==> config.mk <==
export PLATFORM = sky130hd
export DESIGN_NAME = kci_fifo
export DESIGN_NICKNAME = d
export VERILOG_FILES = /design/src/hw/rtl/kci_pkg.sv /design/src/hw/rtl/kci_fifo.sv
export SDC_FILE = /design/constraint.sdc
export NUM_CORES = 1
export LEC_CHECK = 0
export BUFFER_PORTS_ARGS = -buffer_cell sky130_fd_sc_hd__buf_2
export CAP_MARGIN = 30
export CORE_ASPECT_RATIO = 1.75
export CORE_MARGIN = 3
export CORE_UTILIZATION = 61
export CTS_CLUSTER_DIAMETER = 30
export DETAILED_ROUTE_END_ITERATION = 10
export GPL_ROUTABILITY_DRIVEN = 0
export PLACE_DENSITY = 0.89
export SYNTH_ARGS = -nofsm -noshare
export SYNTH_HDL_FRONTEND = slang
export SYNTH_SLANG_ARGS = --single-unit
==> constraint.sdc <==
create_clock -name clk_i -period 18.3 [get_ports clk_i]
set_clock_uncertainty 0.15 [all_clocks]
set_input_delay 3.66 -clock clk_i [delete_from_list [all_inputs] [get_ports clk_i]]
set_output_delay 3.66 -clock clk_i [all_outputs]
set_load 0.02 [all_outputs]
==> src/hw/rtl/kci_pkg.sv <==
`timescale 1ns / 1ps
package kci_pkg;

  localparam int FRAC_BITS    = 16;
  localparam int BISECT_STEPS = 8;

  localparam int FRAME_W = 16;
  localparam int VAL_W   = 32;
  localparam int REM_W   = FRAME_W + 1;
  // ratio, u, v and the unit-range weights
  localparam int UW      = FRAC_BITS + 1;
  // weights carrying a factor of three
  localparam int WW      = FRAC_BITS + 2;
  // span and shifted end control time
  localparam int XW      = ((FRAME_W + FRAC_BITS > VAL_W) ? FRAME_W + FRAC_BITS : VAL_W) + 2;
  localparam int TW      = FRAME_W + UW;
  localparam int QW      = VAL_W + 1;
  localparam int CW      = FRAC_BITS + 4;
  localparam int ACC_W   = WW + 1 + XW + 2;

  localparam logic [UW-1:0] ONE_FX = UW'(1) << FRAC_BITS;

  localparam int FIFO_DEPTH = 4;
  localparam int FIFO_AW    = $clog2(FIFO_DEPTH);

  typedef enum logic [1:0] {
    K_HOLD    = 2'd0,
    K_LINEAR  = 2'd1,
    K_HERMITE = 2'd2,
    K_BEZIER  = 2'd3
  } kind_e;

  typedef struct packed {
    kind_e                     kind;
    logic [FRAME_W-1:0]        ff;
    logic [FRAME_W-1:0]        bf;
    logic [FRAME_W-1:0]        fn;
    logic signed [VAL_W-1:0]   f;
    logic signed [VAL_W-1:0]   b;
    logic signed [VAL_W-1:0]   st;
    logic signed [VAL_W-1:0]   sv;
    logic signed [VAL_W-1:0]   et;
    logic signed [VAL_W-1:0]   ev;
  } raw_t;

  typedef struct packed {
    kind_e                     kind;
    logic                      pass;
    logic [FRAME_W-1:0]        d;
    logic signed [VAL_W-1:0]   f;
    logic signed [VAL_W-1:0]   b;
    logic signed [VAL_W-1:0]   st;
    logic signed [VAL_W-1:0]   sv;
    logic signed [VAL_W-1:0]   et;
    logic signed [VAL_W-1:0]   ev;
  } item_t;

  typedef struct packed {
    item_t           it;
    logic [UW-1:0]   r;
  } fe_item_t;

endpackage

==> src/hw/rtl/kci_fifo.sv <==
`timescale 1ns / 1ps
module kci_fifo (
  input  logic              clk_i,
  input  logic              rst_ni,
  input  logic              push_i,
  input  kci_pkg::fe_item_t data_i,
  output logic              full_o,
  input  logic              pop_i,
  output logic              valid_o,
  output kci_pkg::fe_item_t data_o
);
  import kci_pkg::*;

  fe_item_t             mem_q [FIFO_DEPTH];
  logic [FIFO_AW-1:0]   wr_q, wr_d;
  logic [FIFO_AW-1:0]   rd_q, rd_d;
  logic [FIFO_AW:0]     cnt_q, cnt_d;
  logic                 do_pop;

  assign full_o  = (cnt_q == (FIFO_AW+1)'(FIFO_DEPTH));
  assign valid_o = (cnt_q != '0);
  assign data_o  = mem_q[rd_q];
  assign do_pop  = pop_i && valid_o;

  // depth is a power of two, pointers wrap on their own
  always_comb begin
    wr_d  = push_i ? wr_q + 1'b1 : wr_q;
    rd_d  = do_pop ? rd_q + 1'b1 : rd_q;
    cnt_d = cnt_q + (FIFO_AW+1)'(push_i) - (FIFO_AW+1)'(do_pop);
  end

  always_ff @(posedge clk_i or negedge rst_ni) begin
    if (!rst_ni) begin
      wr_q  <= '0;
      rd_q  <= '0;
      cnt_q <= '0;
    end else begin
      wr_q  <= wr_d;
      rd_q  <= rd_d;
      cnt_q <= cnt_d;
    end
  end

  always_ff @(posedge clk_i) begin
    if (push_i) begin
      mem_q[wr_q] <= data_i;
    end
  end

endmodule

==> impl_metrics.tcl <==
set metrics [dict create \
    cts_buffers 102 \
    drive_gt1_share_pct 48.57 \
    drv_slew 0 \
    core_sq_um 54290 \
    gr-total-overflow 0 \
    synth-seq-cells 919 \
    min_path_cells 1 \
    cp_cell_sequence "buf_12 -> buf_4 -> buf_16 -> mux4_2 -> buf_2" \
    ant_nets 0 \
    post-route-util_pct 73.99 \
    row_count 113 \
    yosysWarnings 0 \
    crit_fanout 126 \
    viasPerCell 6.123 \
    path_clk_slew_ns 0.06 \
    cts_resized 0 \
    cts_tree "yes" \
    die_w_um 183.0 \
    htreeDepth 3 \
    io_pins 462 \
    yosys-top-cells-area "edfxtp_1, mux4_2, buf_12, dfrtp_1, buf_8" \
    rr_worst_depth 6 \
    ys_types 21 \
    required_ns 14.49 \
    async_flop_share_pct 0.7617 \
    min_period_ns 7.583 \
    start_kind "flip-flop" \
    synth_edf_count 912 \
    slowest_delay_ns 0.77 \
    synthesis.nets 1465 \
    yosysTopAreaCell "edfxtp_1" \
    grt_start_max_net_pins 170 \
    post-cts-setup-buffers 0 \
    clock_latency_ns 0.66 \
    hold_viol 0 \
    start_util_pct 61.63 \
    drt-total-wl_um 74740 \
    cts.sinks 919 \
    max_freq_ghz 0.1319 \
    period_share_pct 41.44 \
    tightest_slew_ns 1.325 \
    place_hpwl_um 43640 \
    critPathKind "reg -> out" \
    routedWlPerCell_um 29.10 \
    final_area_sq_um 40170 \
    drt_iter0_drc 1464 \
    die_y_um 315.8 \
    setup_tns_ns 0 \
    setup_violations 0 \
    cts_root_buf "clkbuf_16" \
    power.leakage_nw 13.78 \
    cts_buffer_depth 3 \
    antenna_found_initial 34 \
    vias 15720 \
    synthFlopType "edfxtp_1" \
    total_power_mw 7.126 \
    die_area_sq_um 57810 \
    rsz0062_at_grt "no" \
    end_kind "primary output" \
    cp.arrival_ns 3.77 \
    synthCells 1226 \
    power_density_nw_per_um2 177.4 \
    synth_commonest_cells "edfxtp_1, mux4_2, buf_2" \
    yosysSeqAreaShare_pct 82.38 \
    dr.pass1.iters 5 \
    drc 0 \
    area_delta_synth_final_pct 20.06 \
    grt_pass1_wl_um 110200 \
    slew_headroom_pct 11.69 \
    irDropWorstVdd_mv 0.1621 \
    yosysMostFrequentCell "edfxtp_1" \
    groute.usage.overall_pct 26.11 \
    maxCapViolations 0 \
    final_cell_count_no_fill 2568 \
    dp_cells 2350 \
    placed_area_sq_um 36470 \
    cts_hold_buf 0 \
    fin_nets 2005 \
    slowest_stage "buf_12" \
    status "complete, no violations" \
    grt_pass1_vias 17020 \
    synth_area_sq_um 33460 \
    holdCritPathClass "reg -> reg" \
    io_buffers 461 \
    synth_top_cell_area_share_pct 81.85 \
    syn_avg_cell_area_sq_um 27.29 \
]
-- final timing paths --
path / to / startpoint / slack [ns]
worst max-delay path: data_o[204] / rd_q[0] / 10.72
worst min-delay path: wr_q[0] / wr_q[0] / 0.40
worst max register to register: mem_q[1][216] / wr_q[1] / 15.05
worst min register to register: wr_q[0] / wr_q[0] / 0.40
max in group asynchronous: rd_q[1] / rst_ni / 15.14
min in group asynchronous: rd_q[0] / rst_ni / 2.68
-- through the flow --
step	setup slack (ns)	hold slack [ns]
2_1_floorplan	8.712	0.3414
6_report	10.72	0.3986
5_1_grt	10.39	0.4217
3_3_place_gp	11.09	0.3535
3_5_place_dp	11.10	0.3801
4_1_cts	10.33	0.3920
-- kinds of logic after synthesis --
family                     count (synthesis)  synth area share [%]
buffers and inverters                     57                 1.672
xor gates and xnor gates                   5                0.1309
and+or+nand+nor                            7                0.1234
muxes                                    228                 15.35
AOI/OAI and AO/OA                          3               0.06731
adders and majority gates                  7                0.2842
DFF                                      919                 82.38
-- where the power goes --
part | total (mW) | switching (mW) | internal [mW]
sequential | 2.90 | 0.149 | 2.75
clock | 2.11 | 0.889 | 1.22
combinational | 2.12 | 1.28 | 0.834
-- routing by layer --
metal / vias to the layer above / wire (um) / global-route usage (%)
li1: 6488 / - / -
met1: 8116 / 25400 / 32.08
met2: 898 / 38840 / 42.94
met3: 201 / 6854 / 7.401
met4: 20 / 3490 / 13.38
met5: - / 151 / 0
-- worst max-delay path: cells and delay by family (launching register included) --
family / cells / cell delay [ns]
DFF: 1 / 0.70
muxes: 1 / 0.61
buffers and inverters: 4 / 1.59
-- final cells by class --
class / instances / area (sq um)
timing repair buffer: 487 / 2713
multi-input combinational: 250 / 5348
clock inverter: 83 / 1018
fill: 2857 / 14120
inverter: 6 / 22.52
antenna: 25 / 62.56
sequential: 919 / 27570
clock buffer: 108 / 2575
tap: 690 / 863.3
-- registers in the layout (all words and copies together) (netlist names) --
signal,count
cnt_q,3
mem_q,912
wr_q,2
rd_q,2
-- cell usage in the layout (no fill, tap or decap), types with 2 or more instances in the layout --
cell        netlist  final
inv_6             0     14
inv_1             6      6
clkbuf_16         0    102
buf_16            0      8
buf_4             1     14
buf_2            24    461
clkbuf_1          3      6
clkinv_1          0      6
dfrtp_1           7      5
bufinv_16         0     11
diode_2           0     25
clkinvlp_4        0     11
clkinv_8          0      5
clkinv_16         0      3
ha_1              6      6
and2_4            0      4
clkinv_2          0     11
buf_12           12      4
clkinv_4          0      9
xnor2_1           3      3
mux4_2          228    228
inv_8             0     12
xor2_1            2      2
edfxtp_1        912    912
dfrtp_4           0      2
Note: power is estimated with default switching activity, not from simulation.
