## config.mk

```make
export PLATFORM = sky130hd
export DESIGN_NAME = kci_front
export DESIGN_NICKNAME = d
export VERILOG_FILES = /design/src/hw/rtl/kci_pkg.sv /design/src/hw/rtl/kci_front.sv
export SDC_FILE = /design/constraint.sdc
export NUM_CORES = 2
export LEC_CHECK = 0
export BUFFER_PORTS_ARGS = -buffer_cell sky130_fd_sc_hd__buf_4
export CORE_ASPECT_RATIO = 2
export CORE_MARGIN = 2
export CORE_UTILIZATION = 25
export DETAILED_ROUTE_END_ITERATION = 8
export PLACE_DENSITY_LB_ADDON = 0.15
export SETUP_SLACK_MARGIN = 0.3
export SYNTH_ARGS = -nofsm -noshare
export SYNTH_HDL_FRONTEND = slang
export SYNTH_SLANG_ARGS = --single-unit
```

## constraint.sdc

```tcl
create_clock -name clk_i -period 538.3 [get_ports clk_i]
set_input_delay 107.66 -clock clk_i [delete_from_list [all_inputs] [get_ports clk_i]]
set_output_delay 107.66 -clock clk_i [all_outputs]
set_load 0.01 [all_outputs]
```

## src/hw/rtl/kci_pkg.sv

```systemverilog
`timescale 1ns / 1ps
package kci_pkg;

  localparam int FRAC_BITS    = 16;
  localparam int BISECT_STEPS = 8;

  localparam int FRAME_W = 16;
  localparam int VAL_W   = 32;
  localparam int REM_W   = FRAME_W + 1;
  // ratio, u, v and the unit-range weights
  localparam int UW      = FRAC_BITS + 1;
  // weights carrying a factor of three
  localparam int WW      = FRAC_BITS + 2;
  // span and shifted end control time
  localparam int XW      = ((FRAME_W + FRAC_BITS > VAL_W) ? FRAME_W + FRAC_BITS : VAL_W) + 2;
  localparam int TW      = FRAME_W + UW;
  localparam int QW      = VAL_W + 1;
  localparam int CW      = FRAC_BITS + 4;
  localparam int ACC_W   = WW + 1 + XW + 2;

  localparam logic [UW-1:0] ONE_FX = UW'(1) << FRAC_BITS;

  localparam int FIFO_DEPTH = 4;
  localparam int FIFO_AW    = $clog2(FIFO_DEPTH);

  typedef enum logic [1:0] {
    K_HOLD    = 2'd0,
    K_LINEAR  = 2'd1,
    K_HERMITE = 2'd2,
    K_BEZIER  = 2'd3
  } kind_e;

  typedef struct packed {
    kind_e                     kind;
    logic [FRAME_W-1:0]        ff;
    logic [FRAME_W-1:0]        bf;
    logic [FRAME_W-1:0]        fn;
    logic signed [VAL_W-1:0]   f;
    logic signed [VAL_W-1:0]   b;
    logic signed [VAL_W-1:0]   st;
    logic signed [VAL_W-1:0]   sv;
    logic signed [VAL_W-1:0]   et;
    logic signed [VAL_W-1:0]   ev;
  } raw_t;

  typedef struct packed {
    kind_e                     kind;
    logic                      pass;
    logic [FRAME_W-1:0]        d;
    logic signed [VAL_W-1:0]   f;
    logic signed [VAL_W-1:0]   b;
    logic signed [VAL_W-1:0]   st;
    logic signed [VAL_W-1:0]   sv;
    logic signed [VAL_W-1:0]   et;
    logic signed [VAL_W-1:0]   ev;
  } item_t;

  typedef struct packed {
    item_t           it;
    logic [UW-1:0]   r;
  } fe_item_t;

endpackage

```

## src/hw/rtl/kci_front.sv

```systemverilog
`timescale 1ns / 1ps
module kci_front (
  input  logic              clk_i,
  input  logic              rst_ni,
  input  logic              in_valid_i,
  output logic              in_ready_o,
  input  kci_pkg::raw_t     raw_i,
  output logic              push_o,
  input  logic              full_i,
  output kci_pkg::fe_item_t item_o
);
  import kci_pkg::*;

  typedef struct packed {
    item_t                 it;
    logic [REM_W-1:0]      rem;
    logic [FRAC_BITS-1:0]  quo;
    logic                  one;
  } dv_t;

  dv_t                dv_d [FRAC_BITS+1];
  dv_t                dv_q [FRAC_BITS+1];
  logic [FRAC_BITS:0] vld_q;
  logic               en;
  logic [FRAME_W:0]   num;
  logic               nonpos;
  logic               ge;
  logic [REM_W-1:0]   rem2;

  assign en         = !vld_q[FRAC_BITS] || !full_i;
  assign in_ready_o = en;

  always_comb begin
    num    = {1'b0, raw_i.fn} - {1'b0, raw_i.ff};
    nonpos = num[FRAME_W] || (num == '0);
    dv_d[0].it.kind = raw_i.kind;
    dv_d[0].it.pass = (raw_i.bf <= raw_i.ff) || (raw_i.kind == K_HOLD);
    dv_d[0].it.d    = raw_i.bf - raw_i.ff;
    dv_d[0].it.f    = raw_i.f;
    dv_d[0].it.b    = raw_i.b;
    dv_d[0].it.st   = raw_i.st;
    dv_d[0].it.sv   = raw_i.sv;
    dv_d[0].it.et   = raw_i.et;
    dv_d[0].it.ev   = raw_i.ev;
    ge = !nonpos && (num[FRAME_W-1:0] >= dv_d[0].it.d);
    // clamped ratios run through the divider with a zero remainder
    dv_d[0].rem = (nonpos || ge) ? '0 : REM_W'(num[FRAME_W-1:0]);
    dv_d[0].quo = '0;
    dv_d[0].one = ge;
    rem2 = '0;
    // restoring division, one quotient bit per stage
    for (int s = 1; s <= FRAC_BITS; s++) begin
      dv_d[s] = dv_q[s-1];
      rem2    = {dv_q[s-1].rem[REM_W-2:0], 1'b0};
      if (rem2 >= REM_W'(dv_q[s-1].it.d)) begin
        dv_d[s].rem = rem2 - REM_W'(dv_q[s-1].it.d);
        dv_d[s].quo = {dv_q[s-1].quo[FRAC_BITS-2:0], 1'b1};
      end else begin
        dv_d[s].rem = rem2;
        dv_d[s].quo = {dv_q[s-1].quo[FRAC_BITS-2:0], 1'b0};
      end
    end
  end

  always_ff @(posedge clk_i or negedge rst_ni) begin
    if (!rst_ni) begin
      vld_q <= '0;
    end else if (en) begin
      vld_q <= {vld_q[FRAC_BITS-1:0], in_valid_i};
    end
  end

  always_ff @(posedge clk_i) begin
    if (en) begin
      dv_q <= dv_d;
    end
  end

  assign push_o    = vld_q[FRAC_BITS] && !full_i;
  assign item_o.it = dv_q[FRAC_BITS].it;
  assign item_o.r  = dv_q[FRAC_BITS].one ? ONE_FX : {1'b0, dv_q[FRAC_BITS].quo};

endmodule

```

==> out/metrics.csv <==
stage;metric;value;unit
drt;dr.max_layer_used;met5;
critical_path;critical_path_maximum_fanout;64;
global_routing;global_route_wire_length_before_repair;350700;um
floorplanning;placeableCoreArea;0.5544;sq mm
sta;final.min_clock_period;216.69;ns
power_and_ir_drop;pwr_density_cell;6.456;mW/mm^2
sta;worst-slew-pin-transition;1.153;ns
logic_synthesis;synth_area;0.1391;sq mm
min_path;worst_hold_path.num_cells;0;
power_and_ir_drop;leakage;58.13;nW
sta;rsz0062_at_grt;false;
logic_synthesis;syn-num-nets;7240;
placed_design;pre_cts_setup_slack;321.43;ns
sta;finalClockSkew;0.05573;ns
logic_synthesis;synth_sequential_area_ratio;86.58;%
clock_tree;post_cts_buffers;0;
global_routing;grt_start_max_net_pins;202;
clock_tree;cts_root_buf;sky130_fd_sc_hd__clkbuf_16;
critical_path;setup.worst_path.end_class;primary output;
clock_tree;clock-sinks;4013;
placed_design;io_buffer_count;475;
outcome;run_status;finished clean;
drt;post_drt_via_cell_ratio;3.754;
logic_synthesis;synth.lib_cells_used.distinct;79;
layout;area_growth_syn_to_layout;17.75;%
global_routing;number_of_global_route_vias_before_repair;60656;
critical_path;critical_path_required;430.64;ns
logic_synthesis;synth-edff-count;3996;
floorplanning;core.rowCount;387;
min_path;min_path_type;register to register;
drt;drt_first_pass_iters;8;
layout;layout.cells.most_common;sky130_fd_sc_hd__edfxtp_1;
critical_path;critical_path.reg2reg.endpoint;dv_d[1897];
drt;initialDrtViolationCount;3748;
sta;setup-violations-final;0;
clock_tree;cts-buffers-inserted;402;
logic_synthesis;synthesis.yosys.warnings;0;
clock_tree;tritoncts;yes;
sta;hold_slack;0.3771;ns
clock_tree;cts.path.max_buffers;5;
floorplanning;die_width;531.4;um
layout;finish.net_count;7932;
floorplanning;design.die.area;0.5627;sq mm
placed_design;gpl.final_weighted_congestion;0.8509;
clock_tree;cts-hold-fix-buffers;0;
critical_path;reg2reg_depth;12;
floorplanning;start_util;25.09;%
critical_path;ff2ff_setup_slack;528.84;ns
logic_synthesis;syn_avg_cell_area;20.84;sq um
sta;max_clock_freq;4.615;MHz
layout;most-common-layout-cells;sky130_fd_sc_hd__edfxtp_1, sky130_fd_sc_hd__buf_4, sky130_fd_sc_hd__clkbuf_16;
clock_tree;worstSkewPairLatency;1.01;ns
logic_synthesis;ys_ff_latch;4013;
critical_path;regToRegStartpoint;vld_q[16];
drt;final_antenna_net_count;0;
sta;timing.max_slew.rel_slack;23.15;%
global_routing;gr-total-overflow;0;
logic_synthesis;yosys_most_used_dff;sky130_fd_sc_hd__edfxtp_1;
logic_synthesis;post-synth-top-area-fraction;86.27;%
logic_synthesis;leading_cell_types_by_total_area_after_synthesis;sky130_fd_sc_hd__edfxtp_1, sky130_fd_sc_hd__ha_1, sky130_fd_sc_hd__buf_4;
sta;min_period_over_period;40.25;%
sta;count_of_pins_over_their_slew_limit;0;
logic_synthesis;yosys.area.top_type;sky130_fd_sc_hd__edfxtp_1;
drt;route.met2.wl;105900;um
drt;via_count;56590;
critical_path;cp-start-kind;primary input;
sta;fin_tns_setup;0;ns
clock_tree;post_cts_resized;0;
sta;layout_setup_ws;321.61;ns
clock_tree;htree_levels;5;
min_path;holdPathEnd;dv_d[2276];
min_path;hold_path.startpoint;dv_d[2521];
clock_tree;clkSlewWorstSetupHoldPaths;0.06;ns
drt;routedWlPerCell;14.89;um
power_and_ir_drop;ir_worst_vdd;4.832;uV
critical_path;worst_ep_arrival_time;109.03;ns
logic_synthesis;netlist_instances;6675;
global_routing;antenna_violations_before_repair;20;
layout;utilization;29.54;%
floorplanning;die-height;1059;um
drt;post_detailed_route_drc_marker_count;0;
drt;route.final.wire_length;224400;um
flow_run;cap_viol_max_count;0;
drt;wl_met3;12660;um
power_and_ir_drop;p_total;1.057;mW
logic_synthesis;synth-async-reset-ratio;0.4236;%
sta;timing.final.hold_violations;0;
layout;layout-drive-gt1-share;16.93;%
critical_path;criticalPathCategory;primary input to primary output;
global_routing;track_usage;7.819;%
drt;met1_length;95850;um
floorplanning;boundaryPins;476;
placed_design;post-dp-hpwl;131800;um
## through the flow
stage	instance area, sq um	instances
3_5_place_dp	150600	14354
4_1_cts	163800	15069
3_3_place_gp	150600	14354
2_1_floorplan	139100	6675
6_report	163800	15074
5_1_grt	163800	15071
## kinds of logic (layout without fill, tap and decap cells)
group           after synthesis  after routing  share of synthesized area (%)
flops                      4013           4013                          86.58
mux                         144            144                          1.239
compound gates              717            717                          3.355
xor+xnor                    173            173                          1.089
fa+ha+maj                   319            319                          2.961
other cells                   0              5                              0
buf+inv                     610           1613                          2.252
simple gates                699            699                          2.523
## worst max-delay path, stage by stage
cell and delay [ns]:
sky130_fd_sc_hd__buf_4 0.13, sky130_fd_sc_hd__nand2_4 0.58, sky130_fd_sc_hd__buf_4 0.40, sky130_fd_sc_hd__buf_4 0.19
## flip-flops by register name, indices dropped and copies added (netlist names)
signal and count:
dv_d 3392, dv_q 393, item_o 211, vld_q 17
## worst max path at each step
stage            from    endpoint
2_1_floorplan  full_i  in_ready_o
3_3_place_gp   full_i  in_ready_o
6_report       full_i  in_ready_o
5_1_grt        full_i  in_ready_o
3_5_place_dp   full_i  in_ready_o
4_1_cts        full_i  in_ready_o
## report_power, final
group          leakage [nW]  internal [mW]  switching, mW
clock network          6.40          0.164          0.118
registers              40.3          0.520         0.0391
logic                  11.4         0.0866          0.130
## final cells by class
| type | instances | area, sq um |
|---|---|---|
| fill | 53975 | 390700 |
| sequential | 4013 | 120400 |
| multi-input combinational | 2052 | 15540 |
| clock buffer | 457 | 10350 |
| tap | 7391 | 9248 |
| timing repair buffer | 529 | 4046 |
| clock inverter | 258 | 2766 |
| inverter | 369 | 1385 |
| antenna | 5 | 12.51 |
## cell usage after synthesis, drive strengths merged, types with 11 or more instances
library cell / instances
a211oi: 27
a21boi: 16
a21o: 72
a21oi: 236
a31o: 11
a31oi: 22
and3: 29
buf: 227
clkbuf: 14
dfrtp: 17
edfxtp: 3996
fa: 17
ha: 302
inv: 369
mux2: 129
mux2i: 15
nand2: 104
nand2b: 37
nand3: 46
nand4: 33
nor2: 239
nor2b: 64
nor3: 50
o211ai: 25
o21a: 63
o21ai: 145
o21bai: 11
o31a: 18
o31ai: 15
or2: 18
or3: 27
or4: 11
xnor2: 116
xor2: 57
## layer usage
metal / vias up / GRT usage (%)
li1: 26986 / -
met1: 27798 / 9.463
met2: 1226 / 12.67
met3: 562 / 2.151
met4: 18 / 4.135
met5: - / 0
Power figures use the tool's default switching activity.
